==> config.mk <==
export PLATFORM = sky130hd
export DESIGN_NAME = pate_ram
export DESIGN_NICKNAME = d
export VERILOG_FILES = /design/src/hw/rtl/assert_macros.svh /design/src/hw/rtl/pate_ram.sv
export SDC_FILE = /design/constraint.sdc
export NUM_CORES = 2
export LEC_CHECK = 0
export ABC_CLOCK_PERIOD_IN_PS = 6340
export BUFFER_PORTS_ARGS = -buffer_cell sky130_fd_sc_hd__clkbuf_2
export CAP_MARGIN = 40
export CORE_MARGIN = 10
export CORE_UTILIZATION = 50
export DETAILED_ROUTE_END_ITERATION = 6
export GPL_TIMING_DRIVEN = 0
export PLACE_DENSITY = 0.65
export SLEW_MARGIN = 5
export SYNTH_ARGS = -nofsm -noshare
export SYNTH_HDL_FRONTEND = slang
export SYNTH_SLANG_ARGS = --single-unit
==> constraint.sdc <==
create_clock -name clk -period 6.34 [get_ports clk]
set_clock_uncertainty 0.1 [all_clocks]
set_input_delay 0.634 -clock clk [delete_from_list [all_inputs] [get_ports clk]]
set_output_delay 0.634 -clock clk [all_outputs]
set_load 0.02 [all_outputs]
==> src/hw/rtl/assert_macros.svh <==
// Assertion helpers shared by the RTL. Every check is clocked on clk and
// switched off while rst is high.
`ifndef ASSERT_MACROS_SVH
`define ASSERT_MACROS_SVH

// The consequent must hold in the same cycle as the antecedent.
`define ASSERT_SAME(label, ante, cons, msg) \
  label: assert property (@(posedge clk) disable iff (rst) (ante) |-> (cons)) \
    else $error(msg);

// The consequent must hold in the cycle after the antecedent.
`define ASSERT_NEXT(label, ante, cons, msg) \
  label: assert property (@(posedge clk) disable iff (rst) (ante) |=> (cons)) \
    else $error(msg);

`endif

==> src/hw/rtl/pate_ram.sv <==
module pate_ram #(
  parameter int WIDTH = 32,
  parameter int DEPTH = 64
) (
  input  logic                     clk,
  input  logic                     we,
  input  logic [$clog2(DEPTH)-1:0] waddr,
  input  logic [WIDTH-1:0]         wdata,
  input  logic [$clog2(DEPTH)-1:0] raddr,
  output logic [WIDTH-1:0]         rdata
);

  logic [WIDTH-1:0] mem [DEPTH];

  always_ff @(posedge clk) begin
    if (we) begin
      mem[waddr] <= wdata;
    end
    rdata <= mem[raddr];
  end

endmodule

==> run metrics <==
syn avg cell area 23.6 um^2; routed wire length 243 mm; Critical Path Fanout Max 10; pwr/cell area 314 nW/um^2; P_leak 29.3 nW; # nets final 3861; Critical Path End Type register; Yosys top cell area share 78.3%; DP HPWL 162 mm; Synth Area in Compound Gates 1.67%; hold depth 1; latest clock arrival within the worst-skew pair 860 ps; vias in the first global route 39700; Starting DRT DRC Count 7343; CP Buf/Inv Count 5; Hold Vio Cnt, Final 0; RR Startpoint mem[14][24]; routing usage on met2 41.5%; CTS HTree Levels 4; dpl ws 1560 ps; Startpoint Class primary input; fin worst setup slack 2160 ps; vias per inst 6.74; Async S/R FF share, synth 0%; slew margin rel. 28.0%; R2R cell count 4; TritonCTS Buffers 201; CTS clk-pin slew, worst paths 60 ps; mux cell area share after synthesis 16.8%; FF-to-FF setup slack 3830 ps; met1 usage 38.6%; Ys Warns 0; die height 416 um; cell with the most instances after synthesis edfxtp_1; min-delay src wdata[30]; most used cell, CP buf_2; grt ovf 0; max incr delay on CP 690 ps; Avg WL per Cell 40.1 um; area grow syn2layout 18.3%; unrepaired setup endpoints after global routing no; 1st-pass router iterations 7; gr busiest metal met2; gr usage total 27.9%; CP Cell Sequence buf_2 -> buf_2 -> buf_2 -> clkbuf_1 -> buf_2 -> mux2i_1 -> a21oi_1 -> a21oi_1 -> nor2_1; Endpoint, Worst Hold mem[9][30]; largest net degree at the start of global routing 53; chip width 416 um; remaining antenna violation count after routing 0; post-cts repair resize count 0; area leader, netlist edfxtp_1; EDFF count, synth 2048; postcts setup bufs 0; XOR/XNOR share of the synthesized area 0%; Post-Syn Instances 3324; fmax 239 MHz; Post-Synth Simple-Gate Area 1.27%; I/O Pins 78; largest family of logic cells by synthesized area multiplexers; synth cell count leaders edfxtp_1, mux4_2, nor2_1; PortBufs 69; Die ar. 173000 um^2; Crit Path Class in2reg; Starting Density 50.3%; CTS Root Cell clkbuf_16; final non-filler cell total 6060; Final Power 0.0292 W; met3 Use GR 7.73%; Worst Max-Slew Pin Slew 1080 ps; Synth Area in Adders 0%; number of hold buffers added after CTS 0; max-slew violations 0; r2r endpoint rdata[24]; Hold WC Path Type in2reg; clk sinks 2080; Final min period 4180 ps; Post-Synthesis Cell Area 78500 um^2; data arrival time of the critical path 4750 ps; share of layout cells above drive strength 1 32.1%; core box area 156000 um^2; setup violators final 0; DRC viols 0; synthesized flop and latch total 2080; top_reg_cell synth edfxtp_1; max-cap check violation count 0; outcome complete, no violations; syn_nets 3370; top post-synthesis cells by area edfxtp_1, mux4_2, mux2i_1, dfxtp_1, o22ai_1; CP max-delay cell a21oi_1; Row Count 145; Placed Instances 5665; CTS Buffer Depth 3; sequential-to-total area share from yosys stat 79.1%; initial antenna violation count 12; Netlist cell types 34; CTS tree done; Data required, critical path 6910 ps; via count 40900; Worst VDD drop 0.308 mV; first-pass GRT wire length 331 mm; routability cong. 0.830; crit-path leading delay family buffers and inverters; Tcrit/Tclk final 65.9%
-- sequential cells by signal (all words and copies together), names as in the netlist --
| register | count |
|---|---|
| rdata | 32 |
| mem | 2048 |
-- cell type report --
class                      instances  area [um^2]
timing repair buffer             288         4560
tap                             2058         2570
clock inverter                   125         1370
clock buffer                     253         5370
antenna                           12         30.0
sequential                      2080        62100
fill                           10700        63300
multi-input combinational       1062        16000
buffer                           182          890
-- per-layer routing --
layer / vias up / part of all wire, %
met2: 3367 / 45
li1: 15300 / -
met5: - / 0.019
met3: 627 / 14
met1: 21600 / 36
met4: 6 / 5.4
-- cell families (layout without fill, tap and decap cells) --
| logic type | after synthesis | in the layout |
|---|---|---|
| buf+inv | 182 | 848 |
| simple gates | 223 | 223 |
| flops | 2080 | 2080 |
| other cells | 0 | 12 |
| mux | 637 | 637 |
| compound gates | 202 | 202 |
-- worst reg2reg max path: stages, from the launching register on --
cell      delay [ps]
edfxtp_1         370
mux4_2           470
mux4_2           510
o22ai_1          510
nor2_1           330
-- layout by cell type (no fill, tap or decap), drive strengths merged, types with 3 or more instances in the layout --
cell type,count
buf,327
mux2i,93
clkinvlp,5
nor3,7
a22oi,12
nand3,5
nor2,137
clkinv,87
o32ai,4
dfxtp,32
nand3b,5
nand2,26
nand2b,8
edfxtp,2048
o22ai,84
or2,3
or3b,5
mux4,544
a21oi,62
and3,4
inv,7
clkbuf,396
a41o,4
a311oi,8
o221ai,27
or3,3
diode,12
bufinv,26
nor2b,15
-- how the worst max path moves through the flow --
stage | startpoint | depth (start not counted) | end | slack (ps)
floorplan | waddr[3] | 4 | mem[48][0] | 2450
global placement | waddr[3] | 4 | mem[49][27] | -2050
detailed placement | raddr[1] | 9 | rdata[11] | 1560
CTS | raddr[1] | 9 | rdata[11] | 2440
global route | raddr[1] | 9 | rdata[11] | 2390
finish | raddr[1] | 9 | rdata[11] | 2160
-- per-stage QoR --
stage | hold slack (ps) | utilization (%) | setup TNS [ps] | instance area [um^2]
CTS | 86.0 | 59.4 | 0 | 92800
global placement | 753 | 52.1 | -166040 | 81400
detailed placement | 735 | 55.1 | 0 | 86000
finish | 133 | 59.5 | 0 | 92900
floorplan | 563 | - | 0 | 78500
global route | 142 | 59.5 | 0 | 92900
-- power breakdown --
group          leakage, nW  switching (W)  internal [W]  total (W)
sequential            18.7      0.0000310        0.0152     0.0152
clock                 3.29        0.00520       0.00707     0.0123
combinational         7.31        0.00108      0.000594    0.00167
(Power assumes the default switching activity.)
